<file path="src/rtl/pcps_pkg.sv">
// Package for the plain-changes permutation stepper.
// Holds the field widths, the sequencer state type and the level decision record.
// No dependencies.
package pcps_pkg;

   localparam int MAX_ELEMENTS_DEF = 16;
   localparam int SIZE_W = 5;
   localparam int ELEM_W = 4;
   localparam int POS_W = 4;
   localparam int PERM_W = 64;
   localparam int ARITH_W = 6;
   localparam int SIZE_RESET = 4;
   localparam int SIZE_MIN = 2;

   typedef enum logic [1:0] {
      ST_IDLE = 2'b01,
      ST_WALK = 2'b10
   } pcps_state_type;

   typedef struct packed {
      logic              swap;
      logic              fail;
      logic              flip;
      logic              bump;
      logic [ELEM_W-1:0] next_count;
      logic [POS_W-1:0]  pos;
   } pcps_step_type;

endpackage

</file>
<file path="src/rtl/pcps_if.sv">
// Channel interfaces of the plain-changes permutation stepper.
// Depends on pcps_pkg for the payload widths.
interface pcps_req_if import pcps_pkg::*; ();
   logic valid;
   logic ready;
   logic restart;
   modport source (output valid, output restart, input ready);
   modport sink (input valid, input restart, output ready);
endinterface

interface pcps_rsp_if import pcps_pkg::*; ();
   logic              valid;
   logic              ready;
   logic [PERM_W-1:0] perm_packed;
   logic [POS_W-1:0]  swap_position;
   logic              is_first;
   logic              done_res;
   modport source (output valid, output perm_packed, output swap_position,
                   output is_first, output done_res, input ready);
   modport sink (input valid, input perm_packed, input swap_position,
                 input is_first, input done_res, output ready);
endinterface

interface pcps_csr_if import pcps_pkg::*; ();
   logic              valid;
   logic              ready;
   logic [SIZE_W-1:0] size_in_use;
   modport source (output valid, output size_in_use, input ready);
   modport sink (input valid, input size_in_use, output ready);
endinterface

</file>
<file path="src/rtl/pcps_level_unit.sv">
// Shared level step unit: decides swap, carry or exhaustion for one level.
// Depends on pcps_pkg for widths and the decision record.
module pcps_level_unit import pcps_pkg::*; #(
   parameter int MAX_ELEMENTS = MAX_ELEMENTS_DEF,
   localparam int IDX_W = (MAX_ELEMENTS > 2) ? $clog2(MAX_ELEMENTS) : 1,
   localparam int NW = $clog2(MAX_ELEMENTS + 1)
) (
   input  logic [IDX_W-1:0]  lvl,
   input  logic [ELEM_W-1:0] count,
   input  logic              dir,
   input  logic [IDX_W-1:0]  shift,
   input  logic [NW-1:0]     n,
   output pcps_step_type     dec
);

   logic                      up;
   logic                      at_top;
   logic                      at_bottom;
   logic                      move;
   logic                      oob;
   logic signed [ARITH_W-1:0] a;
   logic signed [ARITH_W-1:0] b;
   logic signed [ARITH_W-1:0] n_s;

   always_comb begin
      up = ~dir;
      at_top = up && (count == ELEM_W'(lvl));
      at_bottom = dir && (count == '0);
      move = at_top || at_bottom;
      a = $signed(ARITH_W'(lvl)) - $signed(ARITH_W'(count)) + $signed(ARITH_W'(shift));
      b = up ? a - ARITH_W'(1) : a + ARITH_W'(1);
      n_s = $signed(ARITH_W'(n));
      oob = (a < 0) || (b < 0) || (a >= n_s) || (b >= n_s);
      dec.swap = !move && !oob;
      dec.fail = (!move && oob) || (move && (lvl == '0));
      dec.flip = move && !(at_top && (lvl == '0));
      dec.bump = at_top;
      dec.next_count = up ? count + ELEM_W'(1) : count - ELEM_W'(1);
      dec.pos = up ? POS_W'(b) : POS_W'(a);
   end

endmodule

</file>
<file path="src/rtl/pcps_level_store.sv">
// Per-level offset counters and direction bits of the plain-changes scheme.
// Depends on pcps_pkg for the counter width.
module pcps_level_store import pcps_pkg::*; #(
   parameter int MAX_ELEMENTS = MAX_ELEMENTS_DEF,
   localparam int IDX_W = (MAX_ELEMENTS > 2) ? $clog2(MAX_ELEMENTS) : 1
) (
   input  logic              clock,
   input  logic              reset,
   input  logic              clear,
   input  logic [IDX_W-1:0]  lvl,
   input  logic              count_we,
   input  logic [ELEM_W-1:0] count_wr,
   input  logic              flip,
   output logic [ELEM_W-1:0] count_rd,
   output logic              dir_rd
);

   logic [ELEM_W-1:0] count_ff [MAX_ELEMENTS];
   logic [ELEM_W-1:0] count_in [MAX_ELEMENTS];
   logic              dir_ff [MAX_ELEMENTS];
   logic              dir_in [MAX_ELEMENTS];

   assign count_rd = count_ff[lvl];
   assign dir_rd = dir_ff[lvl];

   always_comb begin
      for (int i = 0; i < MAX_ELEMENTS; i++) begin
         count_in[i] = count_ff[i];
         dir_in[i] = dir_ff[i];
         if (clear) begin
            count_in[i] = '0;
            dir_in[i] = 1'b0;
         end else if (lvl == IDX_W'(i)) begin
            if (count_we) begin
               count_in[i] = count_wr;
            end
            if (flip) begin
               dir_in[i] = ~dir_ff[i];
            end
         end
      end
   end

   always_ff @(posedge clock) begin
      for (int i = 0; i < MAX_ELEMENTS; i++) begin
         if (reset) begin
            count_ff[i] <= '0;
            dir_ff[i] <= 1'b0;
         end else begin
            count_ff[i] <= count_in[i];
            dir_ff[i] <= dir_in[i];
         end
      end
   end

endmodule

</file>
<file path="src/rtl/pcps_perm_bank.sv">
// Permutation register bank with identity load, adjacent swap and packing.
// Depends on pcps_pkg for element and packed widths.
module pcps_perm_bank import pcps_pkg::*; #(
   parameter int MAX_ELEMENTS = MAX_ELEMENTS_DEF,
   localparam int NW = $clog2(MAX_ELEMENTS + 1)
) (
   input  logic              clock,
   input  logic              reset,
   input  logic              load,
   input  logic              swap_en,
   input  logic [POS_W-1:0]  swap_pos,
   input  logic [NW-1:0]     n,
   output logic [PERM_W-1:0] packed_next
);

   logic [ELEM_W-1:0] perm_ff [MAX_ELEMENTS];
   logic [ELEM_W-1:0] perm_in [MAX_ELEMENTS];

   for (genvar gi = 0; gi < MAX_ELEMENTS; gi++) begin : g_lane
      localparam int Lo = (gi > 0) ? gi - 1 : 0;
      localparam int Hi = (gi < MAX_ELEMENTS - 1) ? gi + 1 : gi;

      always_comb begin
         perm_in[gi] = perm_ff[gi];
         if (load) begin
            perm_in[gi] = ELEM_W'(gi);
         end else if (swap_en && (swap_pos == POS_W'(gi))) begin
            perm_in[gi] = perm_ff[Hi];
         end else if (swap_en && (gi > 0) && (swap_pos == POS_W'(Lo))) begin
            perm_in[gi] = perm_ff[Lo];
         end
      end

      always_ff @(posedge clock) begin
         if (reset) begin
            perm_ff[gi] <= ELEM_W'(gi);
         end else begin
            perm_ff[gi] <= perm_in[gi];
         end
      end

      assign packed_next[gi*ELEM_W +: ELEM_W] = (NW'(gi) < n) ? perm_in[gi] : '0;
   end

   if (MAX_ELEMENTS * ELEM_W < PERM_W) begin : g_pad
      assign packed_next[PERM_W-1:MAX_ELEMENTS*ELEM_W] = '0;
   end

endmodule

</file>
<file path="src/rtl/plain_changes_permutation_step.sv">
// Top level of the plain-changes permutation stepper: sequencer, size register
// and result register. Depends on pcps_pkg, pcps_if and the pcps_* submodules.
//
//   channel  | role   | handshake    | payload
//   req_if   | in     | valid/ready  | restart
//   rsp_if   | out    | valid/ready  | perm_packed, swap_position, is_first, done_res
//   csr_if   | in     | valid/ready  | size_in_use
//
// A restart request, or an advance after the last permutation, is answered directly from idle.
// An advance is accepted in idle, then the shared level unit visits the levels from the top
// down: usually one, at most n when the carry walks down to the lowest level.
// The request side is ready only while the sequencer idles and the result register is
// free or being drained. Reset is synchronous and restores the identity with n = 4.
module plain_changes_permutation_step import pcps_pkg::*; #(
   parameter int MAX_ELEMENTS = MAX_ELEMENTS_DEF,
   localparam int IDX_W = (MAX_ELEMENTS > 2) ? $clog2(MAX_ELEMENTS) : 1,
   localparam int NW = $clog2(MAX_ELEMENTS + 1)
) (
   input logic        clock,
   input logic        reset,
   pcps_req_if.sink   req_if,
   pcps_rsp_if.source rsp_if,
   pcps_csr_if.sink   csr_if
);

   localparam int NReset = (SIZE_RESET < MAX_ELEMENTS) ? SIZE_RESET : MAX_ELEMENTS;

   pcps_state_type    state_ff, state_in;
   logic [IDX_W-1:0]  lvl_ff, lvl_in;
   logic [IDX_W-1:0]  shift_ff, shift_in;
   logic [NW-1:0]     n_ff, n_in;
   logic [SIZE_W-1:0] size_ff;
   logic              finished_ff, finished_in;
   logic              rsp_valid_ff, rsp_valid_in;
   logic [PERM_W-1:0] rsp_perm_ff;
   logic [POS_W-1:0]  rsp_pos_ff, pos_out;
   logic              rsp_first_ff, first_out;
   logic              rsp_done_ff, done_out;

   logic              req_fire;
   logic              publish;
   logic              load;
   logic              swap_en;
   logic              count_we;
   logic              flip_en;
   logic              store_clear;
   logic [NW-1:0]     n_clamp;
   logic [ELEM_W-1:0] count_rd;
   logic              dir_rd;
   logic [PERM_W-1:0] packed_next;
   pcps_step_type     dec;

   assign req_if.ready = (state_ff == ST_IDLE) && (!rsp_valid_ff || rsp_if.ready);
   assign req_fire = req_if.valid && req_if.ready;
   assign csr_if.ready = 1'b1;

   assign rsp_if.valid = rsp_valid_ff;
   assign rsp_if.perm_packed = rsp_perm_ff;
   assign rsp_if.swap_position = rsp_pos_ff;
   assign rsp_if.is_first = rsp_first_ff;
   assign rsp_if.done_res = rsp_done_ff;

   always_comb begin
      if (size_ff < SIZE_W'(SIZE_MIN)) begin
         n_clamp = NW'(SIZE_MIN);
      end else if (size_ff > SIZE_W'(MAX_ELEMENTS)) begin
         n_clamp = NW'(MAX_ELEMENTS);
      end else begin
         n_clamp = NW'(size_ff);
      end
   end

   pcps_level_unit #(.MAX_ELEMENTS(MAX_ELEMENTS)) u_level_unit (
      .lvl   (lvl_ff),
      .count (count_rd),
      .dir   (dir_rd),
      .shift (shift_ff),
      .n     (n_ff),
      .dec   (dec)
   );

   pcps_level_store #(.MAX_ELEMENTS(MAX_ELEMENTS)) u_level_store (
      .clock    (clock),
      .reset    (reset),
      .clear    (store_clear),
      .lvl      (lvl_ff),
      .count_we (count_we),
      .count_wr (dec.next_count),
      .flip     (flip_en),
      .count_rd (count_rd),
      .dir_rd   (dir_rd)
   );

   pcps_perm_bank #(.MAX_ELEMENTS(MAX_ELEMENTS)) u_perm_bank (
      .clock       (clock),
      .reset       (reset),
      .load        (load),
      .swap_en     (swap_en),
      .swap_pos    (dec.pos),
      .n           (n_in),
      .packed_next (packed_next)
   );

   always_comb begin
      state_in = state_ff;
      lvl_in = lvl_ff;
      shift_in = shift_ff;
      n_in = n_ff;
      finished_in = finished_ff;
      publish = 1'b0;
      pos_out = '0;
      first_out = 1'b0;
      done_out = 1'b0;
      load = 1'b0;
      swap_en = 1'b0;
      count_we = 1'b0;
      flip_en = 1'b0;
      store_clear = 1'b0;
      case (state_ff)
         ST_IDLE: begin
            if (req_fire) begin
               if (req_if.restart) begin
                  n_in = n_clamp;
                  load = 1'b1;
                  store_clear = 1'b1;
                  finished_in = 1'b0;
                  publish = 1'b1;
                  first_out = 1'b1;
               end else if (finished_ff) begin
                  publish = 1'b1;
                  done_out = 1'b1;
               end else begin
                  state_in = ST_WALK;
                  lvl_in = IDX_W'(n_ff - NW'(1));
                  shift_in = '0;
               end
            end
         end
         ST_WALK: begin
            if (dec.swap) begin
               swap_en = 1'b1;
               count_we = 1'b1;
               publish = 1'b1;
               pos_out = dec.pos;
               state_in = ST_IDLE;
            end else begin
               flip_en = dec.flip;
               if (dec.fail) begin
                  finished_in = 1'b1;
                  publish = 1'b1;
                  done_out = 1'b1;
                  state_in = ST_IDLE;
               end else begin
                  lvl_in = lvl_ff - IDX_W'(1);
                  if (dec.bump) begin
                     shift_in = shift_ff + IDX_W'(1);
                  end
               end
            end
         end
         default: begin
            state_in = ST_IDLE;
         end
      endcase
      rsp_valid_in = publish || (rsp_valid_ff && !rsp_if.ready);
   end

   always_ff @(posedge clock) begin
      if (reset) begin
         state_ff <= ST_IDLE;
         lvl_ff <= '0;
         shift_ff <= '0;
         n_ff <= NW'(NReset);
         size_ff <= SIZE_W'(SIZE_RESET);
         finished_ff <= 1'b0;
         rsp_valid_ff <= 1'b0;
      end else begin
         state_ff <= state_in;
         lvl_ff <= lvl_in;
         shift_ff <= shift_in;
         n_ff <= n_in;
         finished_ff <= finished_in;
         rsp_valid_ff <= rsp_valid_in;
         if (csr_if.valid && csr_if.ready) begin
            size_ff <= csr_if.size_in_use;
         end
      end
   end

   always_ff @(posedge clock) begin
      if (publish) begin
         rsp_perm_ff <= packed_next;
         rsp_pos_ff <= pos_out;
         rsp_first_ff <= first_out;
         rsp_done_ff <= done_out;
      end
   end

   // The walk never runs once the sequence is exhausted.
   a_walk_not_finished: assert property (@(posedge clock) disable iff (reset)
      (state_ff == ST_WALK) |-> !finished_ff)
      else $error("level walk running after the sequence was exhausted");

   // The result register is free for the whole walk.
   a_walk_slot_free: assert property (@(posedge clock) disable iff (reset)
      (state_ff == ST_WALK) |-> !rsp_valid_ff)
      else $error("result register occupied during a level walk");

   // A restart result carries no swap and no done flag.
   a_first_clean: assert property (@(posedge clock) disable iff (reset)
      (rsp_valid_ff && rsp_first_ff) |-> ((rsp_pos_ff == '0) && !rsp_done_ff))
      else $error("restart result with swap or done set");

   // A done result is only produced with the exhausted flag set.
   a_done_sets_finished: assert property (@(posedge clock) disable iff (reset)
      (publish && done_out) |=> finished_ff)
      else $error("done result without the exhausted flag");

endmodule

</file>
<file path="src/flat_wrapper.sv">
// flat-port wrapper written by rule: the top's interface ports become plain ports
module plain_changes_permutation_step_flat import pcps_pkg::*;
#(
   parameter int MAX_ELEMENTS = MAX_ELEMENTS_DEF,
   localparam int IDX_W = (MAX_ELEMENTS > 2) ? $clog2(MAX_ELEMENTS) : 1,
   localparam int NW = $clog2(MAX_ELEMENTS + 1)
)
  (clock, reset, req_if_valid, req_if_restart, req_if_ready, rsp_if_valid, rsp_if_perm_packed, rsp_if_swap_position, rsp_if_is_first, rsp_if_done_res, rsp_if_ready, csr_if_valid, csr_if_size_in_use, csr_if_ready);
  pcps_req_if req_if_i ();
  pcps_rsp_if rsp_if_i ();
  pcps_csr_if csr_if_i ();
  input logic clock;
  input logic reset;
  input wire logic [$bits(req_if_i.valid)-1:0] req_if_valid;
  input wire logic [$bits(req_if_i.restart)-1:0] req_if_restart;
  output wire logic [$bits(req_if_i.ready)-1:0] req_if_ready;
  output wire logic [$bits(rsp_if_i.valid)-1:0] rsp_if_valid;
  output wire logic [$bits(rsp_if_i.perm_packed)-1:0] rsp_if_perm_packed;
  output wire logic [$bits(rsp_if_i.swap_position)-1:0] rsp_if_swap_position;
  output wire logic [$bits(rsp_if_i.is_first)-1:0] rsp_if_is_first;
  output wire logic [$bits(rsp_if_i.done_res)-1:0] rsp_if_done_res;
  input wire logic [$bits(rsp_if_i.ready)-1:0] rsp_if_ready;
  input wire logic [$bits(csr_if_i.valid)-1:0] csr_if_valid;
  input wire logic [$bits(csr_if_i.size_in_use)-1:0] csr_if_size_in_use;
  output wire logic [$bits(csr_if_i.ready)-1:0] csr_if_ready;
  assign req_if_i.valid = req_if_valid;
  assign req_if_i.restart = req_if_restart;
  assign req_if_ready = req_if_i.ready;
  assign rsp_if_valid = rsp_if_i.valid;
  assign rsp_if_perm_packed = rsp_if_i.perm_packed;
  assign rsp_if_swap_position = rsp_if_i.swap_position;
  assign rsp_if_is_first = rsp_if_i.is_first;
  assign rsp_if_done_res = rsp_if_i.done_res;
  assign rsp_if_i.ready = rsp_if_ready;
  assign csr_if_i.valid = csr_if_valid;
  assign csr_if_i.size_in_use = csr_if_size_in_use;
  assign csr_if_ready = csr_if_i.ready;
  plain_changes_permutation_step #(.MAX_ELEMENTS(MAX_ELEMENTS)) u_core (.clock(clock), .reset(reset), .req_if(req_if_i), .rsp_if(rsp_if_i), .csr_if(csr_if_i));
endmodule
</file>
<file path="config.mk">
export PLATFORM = sky130hd
export DESIGN_NAME = plain_changes_permutation_step_flat
export DESIGN_NICKNAME = d
export VERILOG_FILES = /design/src/rtl/pcps_pkg.sv /design/src/rtl/pcps_if.sv /design/src/rtl/pcps_level_unit.sv /design/src/rtl/pcps_level_store.sv /design/src/rtl/pcps_perm_bank.sv /design/src/rtl/plain_changes_permutation_step.sv /design/src/flat_wrapper.sv
export SDC_FILE = /design/constraint.sdc
export NUM_CORES = 1
export LEC_CHECK = 0
export ABC_CLOCK_PERIOD_IN_PS = 8500
export BUFFER_PORTS_ARGS = -buffer_cell sky130_fd_sc_hd__buf_2
export CORE_MARGIN = 2
export CORE_UTILIZATION = 40
export DETAILED_ROUTE_END_ITERATION = 8
export GPL_TIMING_DRIVEN = 0
export PLACE_DENSITY_LB_ADDON = 0.2
export SKIP_CTS_REPAIR_TIMING = 1
export SYNTH_ARGS = -nofsm -noshare
export SYNTH_HDL_FRONTEND = slang
export SYNTH_SLANG_ARGS = --single-unit
</file>
<file path="constraint.sdc">
create_clock -name clock -period 8.5 [get_ports clock]
set_input_delay 0.425 -clock clock [delete_from_list [all_inputs] [get_ports clock]]
set_output_delay 0.425 -clock clock [all_outputs]
set_load 0.02 [all_outputs]
</file>
## Word-level counts from Yosys, hierarchy flattened

Memory sizes are Yosys's and may differ from the RTL's. A register that Yosys moved wholly into a read port is not among the register bits.
Index checks and enable logic that the tools add are counted.
Widths: inputs -> output; s select.

- Word-level logic and storage cells: 509
- Output and inout bits: 73
- Bits in writable memories: 144
- Register bits: 92
- Memories kept: 3

- Add/subtract/negate cells: 9
- Reduce and logical (&&, ||, !) cells: 63
- Order comparisons: 22
- Eq/ne operators: 74
- Bitwise logic cells: 65
- Muxes and demuxes: 247

Memory list:

| name | words | bits a word | rd ports | clocked after Yosys merged registers in | write ports | RTL line | text |
|---|---|---|---|---|---|---|---|
| u_core.u_level_store.count_ff | 16 | 4 | 1 | 1 | 16 | pcps_level_store.sv:18 | `logic [ELEM_W-1:0] count_ff [MAX_ELEMENTS];` |
| u_core.u_perm_bank.perm_ff | 16 | 4 | 16 | 0 | 16 | pcps_perm_bank.sv:16 | `logic [ELEM_W-1:0] perm_ff [MAX_ELEMENTS];` |
| u_core.u_level_store.dir_ff | 16 | 1 | 17 | 1 | 16 | pcps_level_store.sv:20 | `logic dir_ff [MAX_ELEMENTS];` |

Operators with widths:

| cell | number |
|---|---|
| $mux 4 | 144 |
| $mux 1 | 86 |
| $eq 4x4->1 const B | 16 |
| $ne 3x3->1 const B | 16 |
| $or 1x1->1 | 48 |
| $reduce_and 3->1 | 16 |
| $ne 2x2->1 const B | 22 |
| $lt 4x5->1 const A | 8 |
| $eq 4x3->1 const B | 8 |
| $logic_and 1x1->1 | 26 |
| $mux 5 | 5 |
| $lt 3x5->1 const A | 4 |
| $not 1->1 | 17 |
| $eq 4x2->1 const B | 4 |
| $pmux 4 s2 | 2 |
| $ge 6x6->1 | 2 |
| $logic_not 4->1 | 3 |
| $lt 6x1->1 const B | 2 |
| $sub 4x1->4 const B | 3 |
| $lt 1x5->1 const A | 2 |
| $lt 2x5->1 const A | 2 |
| $mux 2 | 5 |
| $add 4x1->4 const B | 2 |
| $eq 4x1->1 const B | 2 |
| 22 further kinds | 35 |

## Depth between registers and ports, before layout

Gate-level depths: netlist of run 1.

- Depth in word-level cells: 17
- Mapped depth: 27
- Gate-level depth less buffers: 22

## Cells and area by module

From an unflattened synthesis of run 1, not the netlist that was laid out.

- Cells, all modules: 1153
- Area, all modules: 12000.3 um^2

Modules (own cells, without submodules):

| module | area each (um^2) | seq. area each (um^2) | instances | cells an instance |
|---|---|---|---|---|
| pcps_perm_bank | 4020.1 | 1281.2 | 1 | 530 |
| pcps_level_store | 3724.8 | 2242.2 | 1 | 300 |
| plain_changes_permutation_step | 3362.0 | 2542.4 | 1 | 212 |
| pcps_level_unit | 893.4 | 0.0 | 1 | 111 |

## Worst setup path after synthesis of run 1

Ideal clock, no wire load.

- Path type: register to register
- Start: register with a tool-made name
- End: memory u_core.u_level_store.count_ff[10][0] (enable)
- Library setup time: 0.361 ns
- Stages on the path, launching flop included: 25
- Arrival: 6.217 ns
- Buffers on the path: 4
- Setup slack: 1.922 ns
- Data required time: 8.139 ns
- Path through: dfxtp_1 > buf_4 > buf_8 > mux4_2 > a22oi_1 > nand3_1 > ha_1 > inv_1 > fa_1 > fa_1 > xnor2_1 > inv_1 > ha_1 > a211oi_1 > nor2_1 > xor2_1 > ha_1 > a21o_1 > a2111oi_4 > o211ai_4 > buf_6 > nor2_1 > buf_2 > nand2_1 > o21ai_0

RTL lines:

| element | RTL line |
|---|---|
| end: declaration | pcps_level_store.sv:18 |

==> metrics.csv, run 1 <==
metric,value,unit
share of the synthesized area in the top cell type,32.1,%
Tot GR Track Use,22.2,%
Worst Path Arrival,8120,ps
Async SR Flop Fraction,0,%
Critical Path RT,8660,ps
# DRC,0,
fin nets,1332,
Routed WL,36.5,mm
synthesis-to-finish area growth,15.1,%
"Hold Vio Cnt, Final",0,
Setup crit start kind,flip-flop,
pin count of the biggest net entering global routing,31,
die extent in y,181,um
Gate Count Post-Synth,1175,
post-synthesis cell area,12500,um^2
CP Cell Sequence,"buf_4, buf_8, mux4_2, a22oi_1, nand3_1, ha_1, inv_1, fa_1, fa_1, xnor2_1, inv_1, ha_1, a211oi_1, nor2_1, xor2_1, ha_1, a21o_1, a2111oi_4, o211ai_4, buf_6, nor2_1, buf_2, nand2_1, o21ai_0",
Crit-path slowest cell,o21ai_0,
critical path endpoint category,flip-flop,
I/O Pins,84,
CP Class,flip-flop to flip-flop,
Yosys reg bits,240,
initial drt markers,762,
vias in the first global route,9666,
core area,30700,um^2
first-pass GRT wire length,56.7,mm
pwr dens,393,nW/um^2
post-layout util,46.9,%
TritonCTS clock tree,yes,
Fill cells,2907,
clock sinks,240,
"Reg clk slew, reported paths",60,ps
synth unique cells,86,
Worst Hold Class,input pin to flip-flop,
clk_skew,19.2,ps
DR WL/cell,21.4,um
Final Instance Area,14400,um^2
DR vias/cell,5.88,
VDD IR-drop max,0.000302,V
# diodes,0,
initial antenna violation count,0,
yosys synthesis warning count,0,
Mean Syn Cell Area,10.7,um^2
share of cells above drive strength 1,16.2,%
CP Buf/Inv Count,6,
Most Frequent Cell on Critical Path,ha_1,
"Slew Viols, Final",0,
GPL Wtd Cong,0.937,
unrepaired setup endpoints after global routing,no,
family with the most delay on the worst path,compound AO/OA/AOI/OAI gates,
"Remaining Overflow, GRT",0,
Slew HR,23.4,%
chip width,181,um
crit path max fanout,10,
DPL Wire Length,27.2,mm
"Clk Latency, worst-skew pair",540,ps
post-synthesis sequential area ratio,49.1,%
Post-DP Area,13500,um^2
H-tree Lvls,1,
DIE AREA,32700,um^2
final setup vio count,0,
std cell rows,64,
IO Port Bufs,80,
Initial Util,40.7,%
CTS root buf,clkbuf_16,
Tmin final,7960,ps
ys flop type,edfxtp_1,
largest cells by area after synthesis,"edfxtp_1 32%, dfxtp_1 17%, nor2_1 4.6%, mux2i_1 4.2%, ha_1 3.2%",
synthesized net count,1222,
Clock Tree Buf Depth,3,
via count,9995,
hold slack,94.3,ps
Final Total Pwr,5.67,mW
maxcap violations,0,
static leakage,5.08,nW
post-synth top area cell,edfxtp_1,
Routed Antenna Nets,0,
status,"finished, final reports clean",
CTS Buf Count,26,
worst slew pin tran,1140,ps
number of synthesized flops with an enable pin,134,
first-pass iteration count of the detailed router,5,
Final Cycle Share,93.6,%
fmax,126,MHz
Max stage delay on crit path,680,ps
## layout make-up
cell class                      instances  area (um^2)  area share (%)
Timing Repair Buffer                   82          440            3.05
Tap cell                              396          495            3.44
Clock buffer                           37          753            5.22
Buffer                                 87          448            3.11
Sequential cell                       240         6150            42.6
Inverter                               27          101           0.703
Multi-Input combinational cell        821         5840            40.5
Clock inverter                         11          190            1.32
## routing by layer
metal  global-route usage, %  wire, um  vias to the layer above
met2                    33.7     15800                      423
met3                    3.63      2940                       61
met5                       0         0                        -
met4                    6.24       869                        0
li1                        -         -                     4686
met1                    32.7     16800                     4825
## worst paths after layout
| kind | startpoint | endpoint | slack [ps] | cells after the start |
|---|---|---|---|---|
| worst max-delay path | flip-flop | u_core.u_level_store.count_ff[8][2] | 540 | 24 |
| worst min-delay path | csr_if_size_in_use[2] | u_core.size_ff[2] | 90 | 2 |
| worst max register to register | flip-flop | u_core.u_level_store.count_ff[8][2] | 540 | 24 |
| worst min register to register | u_core.u_perm_bank.perm_ff[1][29] | u_core.u_perm_bank.perm_ff[1][29] | 510 | 2 |
## logic make-up (layout without fill, tap and decap cells)
logic type | Yosys count | in the layout | synth area share (%)
xor gates and xnor gates | 32 | 32 | 2.24
other | 1 | 1 | 0.0299
and+or+nand+nor | 368 | 368 | 14.9
AOI/OAI and AO/OA | 314 | 314 | 18.4
DFF | 240 | 240 | 49.1
muxes | 70 | 70 | 7.21
adders and majority gates | 36 | 36 | 3.84
buffers and inverters | 114 | 244 | 4.38
## power by group
group	switching, mW	internal [mW]
Combinational	2.02	0.989
Sequential	0.0445	1.37
Clock	0.474	0.769
## synth_stat cells (4+ instances only)
cell	number
fa_1	4
nor2b_1	9
a21o_1	8
mux4_2	16
xnor2_1	9
mux2i_1	52
a2111oi_1	4
o211ai_1	5
and3_1	7
o21ai_0	48
or2_2	6
buf_4	7
nor3b_1	5
buf_6	6
a211oi_1	17
nand2_1	52
o31ai_1	10
nand2b_1	11
nor2_1	152
nor3_1	29
a21oi_1	56
a221oi_1	21
o221ai_1	5
nand4_1	21
nor4_1	9
ha_1	32
buf_2	11
dfxtp_1	106
a2111oi_4	5
or3_1	10
edfxtp_1	134
xor2_1	23
a22oi_1	10
o22ai_1	27
and2_1	11
o22a_1	21
nand3_1	23
inv_1	26
a31oi_1	35
clkbuf_1	55
o21a_1	5
## state kept, by name (all words and copies together) (netlist names), named ones only
signal                         count
u_core.rsp_if.swap_position        4
u_core.u_level_store.count_ff     64
u_core.n_ff                        5
u_core.shift_ff                    4
u_core.u_perm_bank.perm_ff        64
u_core.rsp_if.valid                1
u_core.u_level_store.dir_ff       16
u_core.lvl_ff                      4
u_core.rsp_if.perm_packed         64
u_core.state_ff                    2
u_core.size_ff                     5
u_core.rsp_if.is_first             1
u_core.finished_ff                 1
u_core.rsp_if.done_res             1
## layout by cell type, fill, tap and decap left out, types with 10 or more instances in the layout
cell | synthesis | layout
nand2_1 | 52 | 52
ha_1 | 32 | 32
o31ai_1 | 10 | 10
a22oi_1 | 10 | 10
nand4_1 | 21 | 21
mux4_2 | 16 | 16
a221oi_1 | 21 | 21
o22a_1 | 21 | 21
and2_1 | 11 | 11
or3_1 | 10 | 10
buf_2 | 11 | 91
o22ai_1 | 27 | 27
mux2i_1 | 52 | 52
inv_1 | 26 | 26
nor3_1 | 29 | 29
a21oi_1 | 56 | 55
dfxtp_1 | 106 | 106
a211oi_1 | 17 | 17
nor2_1 | 152 | 152
nand2b_1 | 11 | 11
clkbuf_1 | 55 | 61
a31oi_1 | 35 | 35
xor2_1 | 23 | 23
o21ai_0 | 48 | 47
nand3_1 | 23 | 23
clkbuf_16 | 0 | 27
edfxtp_1 | 134 | 134
## per-stage QoR
step | worst slack (ps) | TNS (ps) | std cells
after floorplan | 1920 | 0 | 1175
after global placement | -277 | -18790 | 1651
after detailed placement | 603 | 0 | 1653
after CTS | 579 | 0 | 1701
after global routing | 1.77 | 0 | 1701
final | 542 | 0 | 1701
(Power assumes the default switching activity.)
==> run 2: changes to the inputs <==
--- a/config.mk
+++ b/config.mk
@@ -8,7 +8,7 @@
 export ABC_CLOCK_PERIOD_IN_PS = 8500
 export BUFFER_PORTS_ARGS = -buffer_cell sky130_fd_sc_hd__buf_2
 export CORE_MARGIN = 2
-export CORE_UTILIZATION = 40
+export CORE_UTILIZATION = 43
 export DETAILED_ROUTE_END_ITERATION = 8
 export GPL_TIMING_DRIVEN = 0
 export PLACE_DENSITY_LB_ADDON = 0.2
==> run 2 against run 1 <==
Combinational power barely moved. Sequential power barely moved. Routed wire length fell by 1.2%. Maximum frequency fell by 1.4%. Sequential share of layout area rose by 0.33 points. Total power fell by 1.5%. First-iteration DRC count rose by 32%. Global-route usage rose by 1.1 points. Worst setup slack got worse by 110 ps. Cell count fell by 0.82%. Via count rose by 1.7%. Critical path type unchanged. Largest cell class unchanged. Largest power group unchanged.
==> metrics.csv, run 2 (same netlist as run 1, synthesis figures left out) <==
metric,value,unit
status,"finished, final reports clean",
fin nets,1331,
setup TNS,0,ps
post-layout util,49.8,%
"Slew Viols, Final",0,
chip width,175,um
H-tree Lvls,1,
"Remaining Overflow, GRT",0,
crit path max fanout,10,
Fill cells,2699,
CTS Buf Count,25,
VDD IR-drop max,0.000225,V
CP Capture Point,u_core.u_level_store.count_ff[5][0],
Tmin final,8070,ps
DR vias/cell,6.02,
initial antenna violation count,0,
Critical Path RT,8670,ps
Crit-path slowest cell,o21ai_0,
core area,28700,um^2
fin cells,1687,
most frequent cells in the layout,"152 x nor2_1, 134 x edfxtp_1, 106 x dfxtp_1, 91 x buf_2, 64 x clkbuf_1",
die extent in y,175,um
DIE AREA,30500,um^2
"most common cell after layout, fill and taps aside",nor2_1,
final setup vio count,0,
Initial Util,43.6,%
Clock Tree Buf Depth,3,
IO Port Bufs,80,
worst r2r dst,u_core.u_level_store.count_ff[5][0],
"Clk Latency, worst-skew pair",550,ps
DPL Wire Length,26.6,mm
CTS root buf,clkbuf_16,
DR WL/cell,21.4,um
WP depth,24,
Worst Hold Class,input pin to flip-flop,
clk_skew,21.6,ps
synthesis-to-finish area growth,14.2,%
Worst Path Arrival,8240,ps
Slew HR,18.9,%
worst slew pin tran,1210,ps
CP Cell Sequence,"buf_4, buf_8, mux4_2, a22oi_1, nand3_1, ha_1, inv_1, fa_1, fa_1, xnor2_1, inv_1, ha_1, a211oi_1, nor2_1, xor2_1, ha_1, a21o_1, a2111oi_4, o211ai_4, buf_6, nor2_1, buf_2, nand2_1, o21ai_0",
hold slack,96.5,ps
initial drt markers,1003,
maxcap violations,0,
first-pass GRT wire length,55.5,mm
CP Buf/Inv Count,6,
# DRC,0,
GPL Wtd Cong,0.927,
family with the most delay on the worst path,compound AO/OA/AOI/OAI gates,
share of cells above drive strength 1,15.8,%
# diodes,0,
I/O Pins,84,
static leakage,5.02,nW
vias in the first global route,9687,
R2R setup slack,430,ps
unrepaired setup endpoints after global routing,no,
Final Total Pwr,5.58,mW
critical path endpoint category,flip-flop,
pin count of the biggest net entering global routing,33,
Placed Cells incl. Taps,1641,
Final Cycle Share,95.0,%
via count,10200,
Routed WL,36.0,mm
std cell rows,62,
Worst Reg-to-Reg Cells,24,
Setup crit start kind,flip-flop,
TritonCTS clock tree,yes,
Tot GR Track Use,23.3,%
CP Class,flip-flop to flip-flop,
"Reg clk slew, reported paths",60,ps
"Hold Vio Cnt, Final",0,
first-pass iteration count of the detailed router,5,
fmax,124,MHz
Most Frequent Cell on Critical Path,ha_1,
pwr dens,390,nW/um^2
clock sinks,240,
Routed Antenna Nets,0,
Max stage delay on crit path,550,ps
==> run 2: per-layer routing <==
metal / vias up / wire, um / track usage, %
li1: 4682 / - / -
met1: 4960 / 16300 / 34.5
met2: 468 / 15600 / 35.4
met3: 54 / 3370 / 3.72
met4: 0 / 758 / 6.11
met5: - / 0 / 0
==> run 2: layout make-up <==
type | count | area [um^2] | area share [%]
multi-input cells | 821 | 5840 | 40.8
clock inverters | 11 | 164 | 1.15
well taps | 384 | 480 | 3.36
flip-flops and latches | 240 | 6150 | 43.0
clock buffers | 35 | 684 | 4.78
repair buffers | 82 | 440 | 3.08
plain buffers | 87 | 448 | 3.13
inverters | 27 | 101 | 0.708
==> run 2: report_power, final <==
group          total (mW)  switching [mW]  internal, mW
clock network        1.15           0.468         0.685
logic                3.02            2.03         0.989
registers            1.41          0.0436          1.37
total                5.58            2.54          3.04
==> run 2: worst min path at each step <==
stage | start | end | slack [ps] | depth (start not counted)
5_1_grt | csr_if_size_in_use[2] | u_core.size_ff[2] | 110 | 2
6_report | csr_if_size_in_use[2] | u_core.size_ff[2] | 100 | 2
2_1_floorplan | u_core.size_ff[0] | u_core.size_ff[0] | 450 | 2
3_5_place_dp | u_core.u_perm_bank.perm_ff[1][28] | u_core.u_perm_bank.perm_ff[1][28] | 490 | 2
3_3_place_gp | u_core.size_ff[0] | u_core.size_ff[0] | 480 | 2
4_1_cts | csr_if_size_in_use[2] | u_core.size_ff[2] | 90 | 2
==> run 2: stage by stage <==
step / setup slack (ps) / instance area (um^2)
after floorplan: 1920 / 12500
after global placement: 94.8 / 13400
after detailed placement: 440 / 13500
after CTS: 401 / 14300
after global routing: 11.4 / 14300
final: 427 / 14300
